===== config.mk =====
export PLATFORM = sky130hd
export DESIGN_NAME = tftp_send_sequencer_top_flat
export DESIGN_NICKNAME = d
export VERILOG_FILES = /design/src/hw/rtl/tss_pkg.sv /design/src/hw/rtl/tss_if.sv /design/src/hw/rtl/tss_cfg_regs.sv /design/src/hw/rtl/tss_seq.sv /design/src/hw/rtl/tftp_send_sequencer_top.sv /design/src/flat_wrapper.sv
export SDC_FILE = /design/constraint.sdc
export NUM_CORES = 1
export LEC_CHECK = 0
export ABC_AREA = 0
export BUFFER_PORTS_ARGS = -buffer_cell sky130_fd_sc_hd__buf_2
export CORE_MARGIN = 5
export CORE_UTILIZATION = 61
export CTS_BUF_LIST = sky130_fd_sc_hd__clkbuf_16
export DETAILED_ROUTE_END_ITERATION = 16
export PLACE_DENSITY = 0.82
export SLEW_MARGIN = 20
export SYNTH_ARGS = -nofsm -noshare
export SYNTH_HDL_FRONTEND = slang
export SYNTH_HIERARCHICAL = 1
export SYNTH_SLANG_ARGS = --single-unit

===== constraint.sdc =====
create_clock -name clk -period 7.86 [get_ports clk]
set_clock_uncertainty 0.1 [all_clocks]
set_input_delay 0.393 -clock clk [delete_from_list [all_inputs] [get_ports clk]]
set_output_delay 0.393 -clock clk [all_outputs]
set_load 0.05 [all_outputs]

===== src/hw/rtl/tss_pkg.sv =====
// ----------------------------------------------------------------------------
// tss_pkg
// Types and constants shared by the TFTP send sequencer modules.
// ----------------------------------------------------------------------------
package tss_pkg;

	typedef enum logic [1:0] {
		PH_IDLE,
		PH_WAIT,
		PH_DONE
	} phase_t;

	// event codes
	localparam logic [1:0] MODE_START   = 2'd0;
	localparam logic [1:0] MODE_PACKET  = 2'd1;
	localparam logic [1:0] MODE_TIMEOUT = 2'd2;
	localparam logic [1:0] MODE_RXERR   = 2'd3;

	// command codes
	localparam logic [1:0] ACT_NONE  = 2'd0;
	localparam logic [1:0] ACT_DATA  = 2'd1;
	localparam logic [1:0] ACT_ERROR = 2'd2;
	localparam logic [1:0] ACT_CLOSE = 2'd3;

	// error kinds
	localparam logic [2:0] ERR_NONE      = 3'd0;
	localparam logic [2:0] ERR_NOT_FOUND = 3'd1;
	localparam logic [2:0] ERR_OPCODE    = 3'd2;
	localparam logic [2:0] ERR_ACK_AHEAD = 3'd3;
	localparam logic [2:0] ERR_RETRIES   = 3'd4;

	// configuration register indexes
	localparam logic [1:0] CFG_FILE_BYTES  = 2'd0;
	localparam logic [1:0] CFG_BLOCK_BYTES = 2'd1;
	localparam logic [1:0] CFG_RETRY_LIMIT = 2'd2;
	localparam logic [1:0] CFG_FILE_FOUND  = 2'd3;

	localparam logic [15:0] OPCODE_ACK  = 16'd4;
	localparam logic [15:0] ACK_LENGTH  = 16'd4;
	localparam logic [15:0] BLOCK_MIN   = 16'd8;
	localparam logic [15:0] BLOCK_MAX   = 16'd65464;
	localparam logic [15:0] BLOCK_RESET = 16'd512;
	localparam logic [3:0]  RETRY_RESET = 4'd4;

	typedef struct packed {
		logic [31:0] file_bytes;
		logic [15:0] block_bytes;  // already clamped to BLOCK_MIN..BLOCK_MAX
		logic [3:0]  retry_limit;
		logic        file_found;
	} cfg_t;

	typedef struct packed {
		logic [1:0]  mode;
		logic [15:0] pkt_opcode;
		logic [15:0] pkt_block;
		logic [15:0] pkt_length;
	} evt_t;

	typedef struct packed {
		logic [1:0]  action;
		logic [15:0] out_block;
		logic [31:0] data_offset;
		logic [15:0] data_length;
		logic        last_block;
		logic [2:0]  error_kind;
	} cmd_t;

endpackage


===== src/hw/rtl/tss_if.sv =====
// ----------------------------------------------------------------------------
// tss_if
// Valid/ready channels of the TFTP send sequencer: events in, commands out.
// ----------------------------------------------------------------------------
interface tss_evt_if;
	logic        valid;
	logic        ready;
	logic [1:0]  mode;
	logic [15:0] pkt_opcode;
	logic [15:0] pkt_block;
	logic [15:0] pkt_length;

	modport source (output valid, output mode, output pkt_opcode, output pkt_block,
		output pkt_length, input ready);
	modport sink (input valid, input mode, input pkt_opcode, input pkt_block,
		input pkt_length, output ready);
endinterface

interface tss_cmd_if;
	logic        valid;
	logic        ready;
	logic [1:0]  action;
	logic [15:0] out_block;
	logic [31:0] data_offset;
	logic [15:0] data_length;
	logic        last_block;
	logic [2:0]  error_kind;

	modport source (output valid, output action, output out_block, output data_offset,
		output data_length, output last_block, output error_kind, input ready);
	modport sink (input valid, input action, input out_block, input data_offset,
		input data_length, input last_block, input error_kind, output ready);
endinterface


===== src/hw/rtl/tss_cfg_regs.sv =====
// ----------------------------------------------------------------------------
// tss_cfg_regs
// Configuration registers; block size is clamped when written.
// ----------------------------------------------------------------------------
module tss_cfg_regs (
	input  logic             clk,
	input  logic             arst_n,
	input  logic             cfg_we,
	input  logic [1:0]       cfg_index,
	input  logic [31:0]      cfg_wdata,
	output tss_pkg::cfg_t    cfg
);
	import tss_pkg::*;

	logic [15:0] blk_wr;
	cfg_t        cfg_q;

	always_comb begin
		blk_wr = cfg_wdata[15:0];
		if (blk_wr < BLOCK_MIN) begin
			blk_wr = BLOCK_MIN;
		end else if (blk_wr > BLOCK_MAX) begin
			blk_wr = BLOCK_MAX;
		end
	end

	always_ff @(posedge clk or negedge arst_n) begin
		if (!arst_n) begin
			cfg_q.file_bytes  <= '0;
			cfg_q.block_bytes <= BLOCK_RESET;
			cfg_q.retry_limit <= RETRY_RESET;
			cfg_q.file_found  <= 1'b0;
		end else if (cfg_we) begin
			unique case (cfg_index)
				CFG_FILE_BYTES:  cfg_q.file_bytes  <= cfg_wdata;
				CFG_BLOCK_BYTES: cfg_q.block_bytes <= blk_wr;
				CFG_RETRY_LIMIT: cfg_q.retry_limit <= cfg_wdata[3:0];
				CFG_FILE_FOUND:  cfg_q.file_found  <= cfg_wdata[0];
				default: ;
			endcase
		end
	end

	assign cfg = cfg_q;

endmodule


===== src/hw/rtl/tss_seq.sv =====
// ----------------------------------------------------------------------------
// tss_seq
// Transfer state and the per-event decision logic.
// ----------------------------------------------------------------------------
module tss_seq (
	input  logic             clk,
	input  logic             arst_n,
	input  tss_pkg::cfg_t    cfg,
	input  logic             fire,
	input  tss_pkg::evt_t    evt,
	output tss_pkg::cmd_t    cmd
);
	import tss_pkg::*;

	phase_t      phase_q, phase_d;
	logic [15:0] cur_blk_q, cur_blk_d;
	logic [31:0] offset_q, offset_d;
	logic        last_q, last_d;
	logic [4:0]  retry_q, retry_d, retry_inc;

	// remaining bytes from this offset, and from the offset after a full block
	logic [32:0] rest0;
	logic [33:0] rest1;
	logic        pos0, pos1;
	logic [15:0] len0, len1;
	logic [31:0] offset_nx;

	always_comb begin
		rest0 = {1'b0, cfg.file_bytes} - {1'b0, offset_q};
		rest1 = {2'b0, cfg.file_bytes} - {2'b0, offset_q} - {18'b0, cfg.block_bytes};
		pos0  = !rest0[32] && (rest0 != '0);
		pos1  = !rest1[33] && (rest1 != '0);
		if (!pos0) begin
			len0 = '0;
		end else if (rest0[31:16] == '0 && rest0[15:0] < cfg.block_bytes) begin
			len0 = rest0[15:0];
		end else begin
			len0 = cfg.block_bytes;
		end
		if (!pos1) begin
			len1 = '0;
		end else if (rest1[32:16] == '0 && rest1[15:0] < cfg.block_bytes) begin
			len1 = rest1[15:0];
		end else begin
			len1 = cfg.block_bytes;
		end
		offset_nx = offset_q + {16'b0, len0};
		retry_inc = retry_q + 5'd1;
	end

	always_comb begin
		phase_d   = phase_q;
		cur_blk_d = cur_blk_q;
		offset_d  = offset_q;
		last_d    = last_q;
		retry_d   = retry_q;
		cmd       = '0;
		cmd.action = ACT_NONE;

		if (evt.mode == MODE_START) begin
			if (phase_q == PH_IDLE) begin
				if (!cfg.file_found) begin
					cmd.action     = ACT_ERROR;
					cmd.error_kind = ERR_NOT_FOUND;
					phase_d        = PH_DONE;
				end else begin
					phase_d         = PH_WAIT;
					cmd.action      = ACT_DATA;
					cmd.out_block   = cur_blk_q;
					cmd.data_offset = offset_q;
					cmd.data_length = len0;
					cmd.last_block  = len0 < cfg.block_bytes;
					last_d          = cmd.last_block;
				end
			end
		end else if (phase_q == PH_WAIT) begin
			priority if (evt.mode == MODE_RXERR) begin
				cmd.action = ACT_CLOSE;
				phase_d    = PH_DONE;
			end else if (evt.mode == MODE_TIMEOUT) begin
				retry_d = retry_inc;
				if (retry_inc <= {1'b0, cfg.retry_limit}) begin
					cmd.action      = ACT_DATA;
					cmd.out_block   = cur_blk_q;
					cmd.data_offset = offset_q;
					cmd.data_length = len0;
					cmd.last_block  = len0 < cfg.block_bytes;
					last_d          = cmd.last_block;
				end else begin
					cmd.action     = ACT_ERROR;
					cmd.error_kind = ERR_RETRIES;
					phase_d        = PH_DONE;
				end
			end else if (evt.pkt_length != ACK_LENGTH) begin
				cmd.action = ACT_CLOSE;
				phase_d    = PH_DONE;
			end else if (evt.pkt_opcode != OPCODE_ACK) begin
				cmd.action     = ACT_ERROR;
				cmd.error_kind = ERR_OPCODE;
				phase_d        = PH_DONE;
			end else if (evt.pkt_block < cur_blk_q) begin
				cmd.action      = ACT_DATA;
				cmd.out_block   = cur_blk_q;
				cmd.data_offset = offset_q;
				cmd.data_length = len0;
				cmd.last_block  = len0 < cfg.block_bytes;
				last_d          = cmd.last_block;
			end else if (evt.pkt_block > cur_blk_q) begin
				cmd.action     = ACT_ERROR;
				cmd.error_kind = ERR_ACK_AHEAD;
				phase_d        = PH_DONE;
			end else if (last_q) begin
				cmd.action = ACT_CLOSE;
				phase_d    = PH_DONE;
			end else begin
				// advance: next block starts after this one
				cur_blk_d       = cur_blk_q + 16'd1;
				offset_d        = offset_nx;
				retry_d         = '0;
				cmd.action      = ACT_DATA;
				cmd.out_block   = cur_blk_d;
				cmd.data_offset = offset_nx;
				cmd.data_length = len1;
				cmd.last_block  = len1 < cfg.block_bytes;
				last_d          = cmd.last_block;
			end
		end
	end

	always_ff @(posedge clk or negedge arst_n) begin
		if (!arst_n) begin
			phase_q   <= PH_IDLE;
			cur_blk_q <= 16'd1;
			offset_q  <= '0;
			last_q    <= 1'b0;
			retry_q   <= '0;
		end else if (fire) begin
			phase_q   <= phase_d;
			cur_blk_q <= cur_blk_d;
			offset_q  <= offset_d;
			last_q    <= last_d;
			retry_q   <= retry_d;
		end
	end

endmodule


===== src/hw/rtl/tftp_send_sequencer_top.sv =====
// ----------------------------------------------------------------------------
// tftp_send_sequencer_top
// Sender side of a lock-step TFTP transfer: one command per event.
// ----------------------------------------------------------------------------
// Events (start, received packet, timeout, receive error) come in on the evt
// channel; exactly one command per event leaves on the cmd channel, in order:
// nothing, send a data block (number, file offset, length, last flag), send
// an error, or close. Both channels are valid/ready.
// An event is registered on acceptance in the input register, decided
// against the transfer state, and its command is registered in the command
// register. One event per cycle is sustained while cmd is not stalled;
// the rate is set by the single decision stage, which also updates block
// number, offset, last flag and retry count.
// When cmd is stalled the held command waits in its register; one more event
// is taken into the input register, then evt.ready drops until cmd drains.
// Reset clears the transfer to idle at block 1, offset 0, and loads the
// registers with file size 0, block size 512, retry limit 4, file absent.
// Registers are written through cfg_we/cfg_index/cfg_wdata, by the user only
// while no event is in flight; the block itself does not enforce this.
// ----------------------------------------------------------------------------
module tftp_send_sequencer_top (
	input  logic        clk,
	input  logic        arst_n,
	tss_evt_if.sink     evt,
	tss_cmd_if.source   cmd,
	input  logic        cfg_we,
	input  logic [1:0]  cfg_index,
	input  logic [31:0] cfg_wdata
);
	import tss_pkg::*;

	cfg_t cfg;
	evt_t evt_s1;
	logic valid_s1;
	cmd_t cmd_next;
	cmd_t cmd_q;
	logic cmd_valid_q;
	logic advance;
	logic fire;

	assign advance   = !cmd_valid_q || cmd.ready;
	assign fire      = valid_s1 && advance;
	assign evt.ready = !valid_s1 || advance;

	always_ff @(posedge clk or negedge arst_n) begin
		if (!arst_n) begin
			valid_s1 <= 1'b0;
		end else if (evt.ready) begin
			valid_s1 <= evt.valid;
		end
	end

	always_ff @(posedge clk) begin
		if (evt.ready && evt.valid) begin
			evt_s1.mode       <= evt.mode;
			evt_s1.pkt_opcode <= evt.pkt_opcode;
			evt_s1.pkt_block  <= evt.pkt_block;
			evt_s1.pkt_length <= evt.pkt_length;
		end
	end

	tss_cfg_regs u_cfg (
		.clk       (clk),
		.arst_n    (arst_n),
		.cfg_we    (cfg_we),
		.cfg_index (cfg_index),
		.cfg_wdata (cfg_wdata),
		.cfg       (cfg)
	);

	tss_seq u_seq (
		.clk    (clk),
		.arst_n (arst_n),
		.cfg    (cfg),
		.fire   (fire),
		.evt    (evt_s1),
		.cmd    (cmd_next)
	);

	always_ff @(posedge clk or negedge arst_n) begin
		if (!arst_n) begin
			cmd_valid_q <= 1'b0;
		end else if (advance) begin
			cmd_valid_q <= valid_s1;
		end
	end

	always_ff @(posedge clk) begin
		if (fire) begin
			cmd_q <= cmd_next;
		end
	end

	assign cmd.valid       = cmd_valid_q;
	assign cmd.action      = cmd_q.action;
	assign cmd.out_block   = cmd_q.out_block;
	assign cmd.data_offset = cmd_q.data_offset;
	assign cmd.data_length = cmd_q.data_length;
	assign cmd.last_block  = cmd_q.last_block;
	assign cmd.error_kind  = cmd_q.error_kind;

endmodule


===== src/flat_wrapper.sv =====
// flat-port wrapper written by rule: the top's interface ports become plain ports
module tftp_send_sequencer_top_flat import tss_pkg::*;
  (clk, arst_n, cfg_we, cfg_index, cfg_wdata, evt_valid, evt_mode, evt_pkt_opcode, evt_pkt_block, evt_pkt_length, evt_ready, cmd_valid, cmd_action, cmd_out_block, cmd_data_offset, cmd_data_length, cmd_last_block, cmd_error_kind, cmd_ready);
  tss_evt_if evt_i ();
  tss_cmd_if cmd_i ();
  input  logic clk;
  input  logic arst_n;
  input  logic cfg_we;
  input  logic [1:0] cfg_index;
  input  logic [31:0] cfg_wdata;
  input wire logic [$bits(evt_i.valid)-1:0] evt_valid;
  input wire logic [$bits(evt_i.mode)-1:0] evt_mode;
  input wire logic [$bits(evt_i.pkt_opcode)-1:0] evt_pkt_opcode;
  input wire logic [$bits(evt_i.pkt_block)-1:0] evt_pkt_block;
  input wire logic [$bits(evt_i.pkt_length)-1:0] evt_pkt_length;
  output wire logic [$bits(evt_i.ready)-1:0] evt_ready;
  output wire logic [$bits(cmd_i.valid)-1:0] cmd_valid;
  output wire logic [$bits(cmd_i.action)-1:0] cmd_action;
  output wire logic [$bits(cmd_i.out_block)-1:0] cmd_out_block;
  output wire logic [$bits(cmd_i.data_offset)-1:0] cmd_data_offset;
  output wire logic [$bits(cmd_i.data_length)-1:0] cmd_data_length;
  output wire logic [$bits(cmd_i.last_block)-1:0] cmd_last_block;
  output wire logic [$bits(cmd_i.error_kind)-1:0] cmd_error_kind;
  input wire logic [$bits(cmd_i.ready)-1:0] cmd_ready;
  assign evt_i.valid = evt_valid;
  assign evt_i.mode = evt_mode;
  assign evt_i.pkt_opcode = evt_pkt_opcode;
  assign evt_i.pkt_block = evt_pkt_block;
  assign evt_i.pkt_length = evt_pkt_length;
  assign evt_ready = evt_i.ready;
  assign cmd_valid = cmd_i.valid;
  assign cmd_action = cmd_i.action;
  assign cmd_out_block = cmd_i.out_block;
  assign cmd_data_offset = cmd_i.data_offset;
  assign cmd_data_length = cmd_i.data_length;
  assign cmd_last_block = cmd_i.last_block;
  assign cmd_error_kind = cmd_i.error_kind;
  assign cmd_i.ready = cmd_ready;
  tftp_send_sequencer_top u_core (.clk(clk), .arst_n(arst_n), .evt(evt_i), .cmd(cmd_i), .cfg_we(cfg_we), .cfg_index(cfg_index), .cfg_wdata(cfg_wdata));
endmodule

# Word level (Yosys, flattened, before mapping)

Cells that the tools add are included.

Logic and storage cells: 154
Input port bits: 89
Register bits after elaboration: 231
Output and inout bits: 72

Reduce and logical (&&, ||, !) cells: 29
Magnitude comparators: 9
Equality and inequality tests: 22
Muxes and demuxes: 59
Bitwise gates (word level): 8
$add $sub $neg: 6

Operator list:

| kind                  | count |
|---|---|
| $mux 65               | 5 |
| $mux 70               | 4 |
| $mux 68               | 2 |
| $mux 16               | 6 |
| $lt 16x16->1          | 5 |
| $mux 67               | 1 |
| $sub 32x32->33        | 2 |
| $mux 2                | 21 |
| $reduce_bool 34->1    | 1 |
| $sub 33x17->34        | 1 |
| $reduce_bool 33->1    | 1 |
| $add 32x16->32        | 1 |
| $ne 16x3->1 const B   | 2 |
| $mux 5                | 6 |
| $reduce_and 9->1      | 2 |
| $logic_not 17->1      | 1 |
| $add 16x1->16 const B | 1 |
| $gt 16x16->1          | 1 |
| $gt 16x16->1 const B  | 1 |
| $logic_not 16->1      | 1 |
| $lt 16x4->1 const B   | 1 |
| $mux 1                | 13 |
| $ne 2x2->1 const B    | 5 |
| $reduce_and 10->1     | 1 |
| 19 further kinds      | 48 |

# Longest topological paths before layout

Gate-level depths: netlist of the first run.

Depth after elaboration: 16
Gate-level depth with buffers: 39
Depth with buffers taken out: 38

# Cells and area by module

Netlist of the first run, hierarchy kept.

By module, submodules not included:

| module                  | area each (um^2) | sequential area each (um^2) | cells each | instances |
|---|---|---|---|---|
| tss_seq                 | 10141.0          | 1402.6                      | 1368       | 1 |
| tftp_send_sequencer_top | 3707.3           | 3653.5                      | 128        | 1 |
| tss_cfg_regs            | 2087.0           | 1328.8                      | 135        | 1 |

# Worst setup path before layout of the first run

OpenSTA, ideal clock, no wires.

Path type: reg-to-reg
Start: register u_core.u_seq.offset_q[1]
End: register u_core.cmd_q (netlist bit u_core/cmd.data_offset[19]) (data pin)
Clock period less this slack: 6889 ps
Buffers on the path: 2
Required time: 7608 ps
Stages on the path, launching flop included: 34
Library setup time: 152 ps
Slack: 971 ps
Arrival time: 6637 ps
Path through: dfrtp_1 inv_1 ha_1 nor2b_1 o2111a_1 a211oi_2 o21ba_2 xnor2_1 ha_1 a21o_1 a21oi_1 nor4b_1 a21oi_1 nor2_1 nor4b_4 and4_1 buf_4 buf_2 nand2_1 a21o_1 inv_1 ha_1 a21o_1 a21oi_1 o21ai_0 a21oi_1 o21ai_0 a21oi_1 a21oi_1 a211o_1 a21oi_1 o21ai_0 or2_2 a31oi_1

RTL lines:

| what                     | line                          | text |
|---|---|---|
| start: declaration       | tss_seq.sv:17                 | `logic [31:0] offset_q, offset_d;` |
| start signal: assignment | tss_seq.sv:140                | `offset_q <= offset_d;` |
| end signal: assignment   | tftp_send_sequencer_top.sv:90 | `cmd_q <= cmd_next;` |
| end: declaration         | tftp_send_sequencer_top.sv:36 | `cmd_t cmd_q;` |

==> impl_metrics.ini, run 1 <==
[critical_path]
critical_path_class = reg2reg
crit_path_max_incr_delay_ns = 0.46
reg2reg_depth = 34
slowest_stage = a311oi_1
worst-path-max-fanout = 6
r2r-end = u_core/cmd.data_offset[27]
critPathLaunchType = flip-flop
arrival_ns = 7.80
rrSetupSlack_ns = 0.28
crit_path_end_kind = flip-flop
cp.required_ns = 8.07
crit_top_cell = a21oi_1
r2r_start = u_core/u_seq/offset_q[1]

[drt]
ant_nets = 0
wirelength_um = 51130
drcViolationCount = 0
dr_total_vias = 14660
vias_per_cell = 6.479
drt_pre_antenna_iters = 9
wl_per_cell_um = 22.59
drt_iter0_markers = 1821

[timing]
fin_ws_ns = 0.2757
fmax_ghz = 0.1319
finalSetupViolCount = 0
max-slew-margin-rel = 0.2447
worst_pin_slew_ns = 1.129
period_share = 0.9649
maxSlewViolCount = 0
hold_viol_final = 0
whs_ns = 0.04669
fin_crit_ns = 7.584

[die]
row_count = 59
die_h_um = 171.6
initial_core_util = 0.6150
ios = 161
core-area_um2 = 25910
die_x_um = 171.6
design.die.area_um2 = 29460

[global_routing]
grt_pass1_wl_um = 77500
grt_usage = 0.3371
grt_overflow_total = 0
grt_pass1_vias = 14160
antenna_found_initial = 1
grt_max_degree = 73

[clock_tree]
cts.clk_slew.worst_paths_ns = 0.06
cts_buffers = 26
cts_tree = built
clk_latency_ns = 0.56
cts_sinks = 231
cts_root_buf = clkbuf_16
cts_max_path_buffers = 3
h-tree-depth = 1

[synthesis]
synth_top_cell_area_share = 0.2261
syn_inst = 1631
syn_area_um2 = 15940
synthesis.nets = 1860
synth_cell_types = 97
synth_enable_flop_cells = 120
synth_flop_cell = edfxtp_1
synth.avg_cell_area_um2 = 9.770
async_reset_ff_frac = 0.4805
synth_top_cell_by_area = edfxtp_1
ys_seq_area_frac = 0.4007
synth_warnings = 6
ys_top_cells_by_area = edfxtp_1 (23%), dfrtp_1 (17%), ha_1 (11%)
ys_ff_latch = 231

[final_layout]
drive_gt1_frac = 0.1961
nets = 2137
num_antenna_cells = 0
multi_input_area_um2 = 9102
fillers = 1774
areaGrowthSynthToFinish_pct = 20.17
regArea_um2 = 6385
post-route-cell-area_um2 = 19150

[run]
max_cap_viol_count = 0

[power]
clkPwrFrac = 0.263
p_sw_frac = 0.3692
pwr_density_cell_nw_per_um2 = 233.9
switchingPower_w = 0.001654
p_leak_nw = 8.264
seqPwrFrac = 0.325
pwr-share-comb = 0.412
vdd_ir_drop_max_mv = 0.2254
p_int_w = 0.002825

[place]
place_worst_setup_slack_ns = 0.1527
dpl.hpwl_um = 36750
numPortBuffers = 160
place_area_um2 = 17450
gp_congestion = 1.020

[hold_path]
min_path_type = in2reg
hp-start = cmd_ready
hold_depth = 3
hold_end = u_core/cmd.valid

[status]
status = completed
[cell type report]
| type | count | share of cell area |
|---|---|---|
| inverter | 97 | 0.01901 |
| timing repair buffer | 300 | 0.1072 |
| sequential | 231 | 0.3334 |
| tap | 335 | 0.02189 |
| clock inverter | 22 | 0.009147 |
| clock buffer | 26 | 0.03398 |
| multi-input combinational | 1252 | 0.4753 |
[power groups by stage]
| stage | clock, W | sequential [W] | combinational [W] |
|---|---|---|---|
| after floorplan | 0 | 0.00154 | 0.00106 |
| after global placement | 0 | 0.00147 | 0.00164 |
| after detailed placement | 0 | 0.00147 | 0.00167 |
| after CTS | 0.00118 | 0.00145 | 0.00170 |
| after global routing | 0.00124 | 0.00146 | 0.00200 |
| final | 0.00118 | 0.00145 | 0.00185 |
[cells in the final DEF, fill, tap and decap left out, types with 56 or more instances in the layout]
| cell type | netlist | final |
|---|---|---|
| xnor2_1 | 60 | 56 |
| buf_2 | 9 | 159 |
| nand2_1 | 140 | 140 |
| buf_4 | 3 | 70 |
| edfxtp_1 | 120 | 120 |
| inv_1 | 97 | 102 |
| dlygate4sd3_1 | 0 | 68 |
| dfrtp_1 | 108 | 108 |
| o21ai_0 | 108 | 104 |
| ha_1 | 137 | 134 |
| nor2_1 | 114 | 113 |
| a21oi_1 | 93 | 90 |
[logic make-up (layout without fill, tap and decap cells)]
| kind of cell | after synthesis | in the layout | share of synthesized area |
|---|---|---|---|
| flops | 231 | 231 | 0.4007 |
| fa+ha+maj | 140 | 140 | 0.1113 |
| buf+inv | 148 | 445 | 0.03816 |
| xor+xnor | 77 | 77 | 0.04232 |
| compound gates | 455 | 455 | 0.1913 |
| simple gates | 502 | 502 | 0.1632 |
| mux | 78 | 78 | 0.05292 |
[synth_stat cells (all sizes together), types with 10 or more instances]
library cell  instances
nand2               140
ha                  137
edfxtp              120
o21ai               118
nor2                114
dfrtp               108
inv                  97
a21oi                95
xnor2                60
mux2                 47
nor3                 38
a21o                 35
mux2i                31
clkbuf               30
nand3                30
nand4                30
o22ai                27
o21a                 25
buf                  21
o31ai                20
nor4                 19
and2                 17
or3                  17
xor2                 17
and3                 15
nor2b                15
nand2b               13
a31oi                12
nor3b                11
o211ai               10
or4                  10
[worst max-delay path, delay by kind of cell, from the launching register on]
kind | cells | cell delay, ns
buffers and inverters | 5 | 0.77
AO/OA/AOI/OAI | 17 | 3.77
XOR/XNOR | 1 | 0.17
flip-flops | 1 | 0.39
AND/OR/NAND/NOR | 8 | 1.35
adder cells (fa/ha/maj) | 3 | 0.81
[sequential cells by signal (all words and copies together), names as in the netlist, 2 cells and up]
name,flops
u_core/cmd.action,2
u_core/evt_s1,50
u_core/cmd.out_block,16
u_core/cmd.data_offset,32
u_core/u_seq/phase_q,2
u_core/u_seq/cur_blk_q,16
u_core/u_seq/offset_q,32
u_core/cmd.data_length,16
u_core/u_cfg/cfg,53
u_core/u_seq/retry_q,5
u_core/cmd.error_kind,3
[layer usage]
metal,track usage,up-vias,wire [um]
li1,-,6674,-
met4,0.1719,2,3202
met2,0.5607,863,23820
met5,0,-,13
met3,0.06114,189,4569
met1,0.4224,6935,19520
[metrics by stage]
step	total power, W	std cells	setup TNS (ns)	util
after floorplan	0.002597	1631	0	-
after global placement	0.003113	2142	0	0.6736
after detailed placement	0.003138	2142	0	0.6736
after CTS	0.004332	2258	0	0.7318
after global routing	0.004701	2263	-0.09398	0.7391
final	0.004478	2263	0	0.7391
[repair_timing]
action                                 4_1_cts  5_1_grt
setup endpoints to repair                    0       34
setup buffers                                0        5
endpoints found under the hold margin      134        0
hold buffers                                68        0
gates resized for setup                      0       35
[worst max path at each step]
stage	endpoint	cells past startpoint	startpoint	slack [ns]
finish	u_core/cmd.data_offset[27]	34	u_core/u_seq/offset_q[1]	0.28
global route	u_core/u_seq/last_q	38	u_core/u_cfg/cfg[21]	-0.05
CTS	u_core/cmd.last_block	35	u_core/u_cfg/cfg[21]	0.08
detailed placement	u_core/cmd.data_offset[30]	34	u_core/u_seq/offset_q[1]	0.15
global placement	u_core/u_seq/last_q	35	u_core/u_seq/offset_q[8]	0.23
floorplan	u_core/cmd.data_offset[19]	33	u_core/u_seq/offset_q[1]	0.97
Note: power is estimated with default switching activity, not from simulation.
==> run 2, diff against run 1 <==
--- a/config.mk
+++ b/config.mk
@@ -7,11 +7,14 @@
 export LEC_CHECK = 0
 export ABC_AREA = 0
 export BUFFER_PORTS_ARGS = -buffer_cell sky130_fd_sc_hd__buf_2
+export CELL_PAD_IN_SITES_DETAIL_PLACEMENT = 0
+export CELL_PAD_IN_SITES_GLOBAL_PLACEMENT = 1
 export CORE_MARGIN = 5
-export CORE_UTILIZATION = 61
+export CORE_UTILIZATION = 47
 export CTS_BUF_LIST = sky130_fd_sc_hd__clkbuf_16
 export DETAILED_ROUTE_END_ITERATION = 16
-export PLACE_DENSITY = 0.82
+export PLACE_DENSITY_LB_ADDON = 0.1
+export REMOVE_ABC_BUFFERS = 1
 export SLEW_MARGIN = 20
 export SYNTH_ARGS = -nofsm -noshare
 export SYNTH_HDL_FRONTEND = slang
==> run 2 against run 1 <==
  * Final cell count rose by 4.7%
  * Die area increased by 28%
  * Routed wire length fell by 2.9%
  * Clock power up 10%
  * Worst setup slack better by 0.063 ns
  * Hold slack worse by 0.017 ns
  * Global-route usage decreased by 8.2 points
  * Non-clock buffer count fell by 7
  * Cell area increased by 0.78%
  * Critical endpoint is now u_core/cmd.data_offset[28]
==> impl_metrics.ini, run 2 (synthesis results as in run 1) <==
[power]
vdd_ir_drop_max_mv = 0.1890
p_leak_nw = 8.255
switchingPower_w = 0.001627
p_sw_frac = 0.3612
seqPwrFrac = 0.322
pwr-share-comb = 0.388
pwr_density_cell_nw_per_um2 = 233.4
clkPwrFrac = 0.289
p_int_w = 0.002877

[critical_path]
crit_path_max_incr_delay_ns = 0.43
critical_path_class = reg2reg
worst-path-max-fanout = 6
arrival_ns = 7.80
critPathLaunchType = flip-flop
slowest_stage = fa_1
startpoint = u_core/u_seq/offset_q[1]
crit_path_end_kind = flip-flop
r2r_start = u_core/u_seq/offset_q[1]
cp.required_ns = 8.14
crit_top_cell = buf_4

[drt]
wirelength_um = 49640
drt_pre_antenna_iters = 5
drcViolationCount = 0
wl_per_cell_um = 20.94
drt_iter0_markers = 1070
ant_nets = 0
vias_per_cell = 5.876
dr_total_vias = 13930

[timing]
period_share = 0.9569
hold_viol_final = 0
fin_ws_ns = 0.3387
rsz0062_at_grt = yes
fin_tns_setup_ns = 0
fin_crit_ns = 7.521
maxSlewViolCount = 0
fmax_ghz = 0.1330
finalSetupViolCount = 0
worst_pin_slew_ns = 0.9400
max-slew-margin-rel = 0.3714

[clock_tree]
cts_root_buf = clkbuf_16
h-tree-depth = 1
cts_sinks = 231
cts_buffers = 27
cts_max_path_buffers = 3
cts_tree = built
clk_latency_ns = 0.55
cts.clk_slew.worst_paths_ns = 0.06

[place]
dp_cells = 2248
place_worst_setup_slack_ns = -0.03369
place_area_um2 = 17520
gp_congestion = 0.9481
numPortBuffers = 160
dpl.hpwl_um = 37560

[final_layout]
most-common-layout-cells = buf_2 (159), nand2_1 (140), ha_1 (136), edfxtp_1 (120), nor2_1 (113)
nets = 2131
finalNonFillerCells = 2370
regArea_um2 = 6385
num_antenna_cells = 0
fillers = 2954
post-route-cell-area_um2 = 19300
largest_reg_flops = 53
drive_gt1_frac = 0.1982
multi_input_area_um2 = 9102
areaGrowthSynthToFinish_pct = 21.11
final_common_cell = buf_2

[hold_path]
hp-start = cfg_wdata[3]
min_path_type = in2reg

[die]
row_count = 67
die_x_um = 194.1
initial_core_util = 0.4752
die_h_um = 194.1
core-area_um2 = 33530
design.die.area_um2 = 37690
ios = 161

[global_routing]
grt_pass1_vias = 13580
grt_overflow_total = 0
grt_pass1_wl_um = 77420
grt_usage = 0.2547
grt_max_degree = 59
antenna_found_initial = 0

[status]
status = completed

[run]
max_cap_viol_count = 0
[run 2: cell types whose count changed in the layout (fill, tap and decap cells not counted), sizes merged]
| cell | delta |
|---|---|
| buf | -7 |
| clkinv | -5 |
| bufinv | +3 |
| clkinvlp | +2 |
| clkbuf | +1 |
[run 2: per-layer routing]
layer  track usage  share of wire  vias to the layer above
li1              -              -                     6681
met5             0              0                        -
met1        0.3581           0.45                     6755
met2        0.4169           0.46                      425
met4       0.05234          0.020                        0
met3       0.04483          0.063                       64
[run 2: repair_timing]
action | in CTS | in global routing
hold buffers | 68 | 0
gates resized for setup | 1 | 33
endpoints found under the hold margin | 118 | 0
setup buffers | 0 | 5
setup endpoints to repair | 3 | 29
pin swaps | 0 | 6
[run 2: final timing paths]
path	to	slack (ns)	cells past startpoint
setup / recovery	u_core/cmd.data_offset[28]	0.34	34
setup reg to reg	u_core/cmd.data_offset[28]	0.34	34
min in group asynchronous	u_core/u_cfg/cfg[12]	0.38	2
hold / removal	u_core/u_cfg/cfg[24]	0.03	2
max in group asynchronous	u_core/u_cfg/cfg[51]	5.97	3
hold reg to reg	u_core/u_seq/retry_q[4]	0.40	2
[run 2: power by group through the flow]
stage | Combinational, W | Clock [W] | Sequential [W]
global route | 0.00192 | 0.00138 | 0.00146
global placement | 0.00162 | 0 | 0.00147
CTS | 0.00167 | 0.00133 | 0.00145
detailed placement | 0.00162 | 0 | 0.00147
floorplan | 0.00104 | 0 | 0.00154
finish | 0.00175 | 0.00130 | 0.00145
[run 2: layout make-up]
type	instances	share of cell area
clock buffer	27	0.03501
clock inverter	22	0.01225
sequential	231	0.3308
tap	448	0.02904
multi-input combinational	1252	0.4716
timing repair buffer	293	0.1024
inverter	97	0.01887
[run 2: metrics by stage]
| step | total power (W) | hold slack (ns) | utilization |
|---|---|---|---|
| 6_report | 0.004504 | 0.02957 | 0.5756 |
| 5_1_grt | 0.004763 | 0.02099 | 0.5756 |
| 4_1_cts | 0.004448 | 0.001197 | 0.5703 |
| 3_5_place_dp | 0.003098 | 0.3916 | 0.5225 |
| 3_3_place_gp | 0.003091 | 0.3791 | 0.5225 |
| 2_1_floorplan | 0.002586 | -0.002591 | - |
[run 2: worst max-delay path: cells and delay by family, from the launching register on]
| family | cells | cell delay (ns) |
|---|---|---|
| AO/OA/AOI/OAI | 16 | 2.97 |
| XOR/XNOR | 1 | 0.31 |
| adder cells (fa/ha/maj) | 3 | 0.97 |
| buffers and inverters | 5 | 0.78 |
| flip-flops | 1 | 0.39 |
| AND/OR/NAND/NOR | 9 | 1.82 |
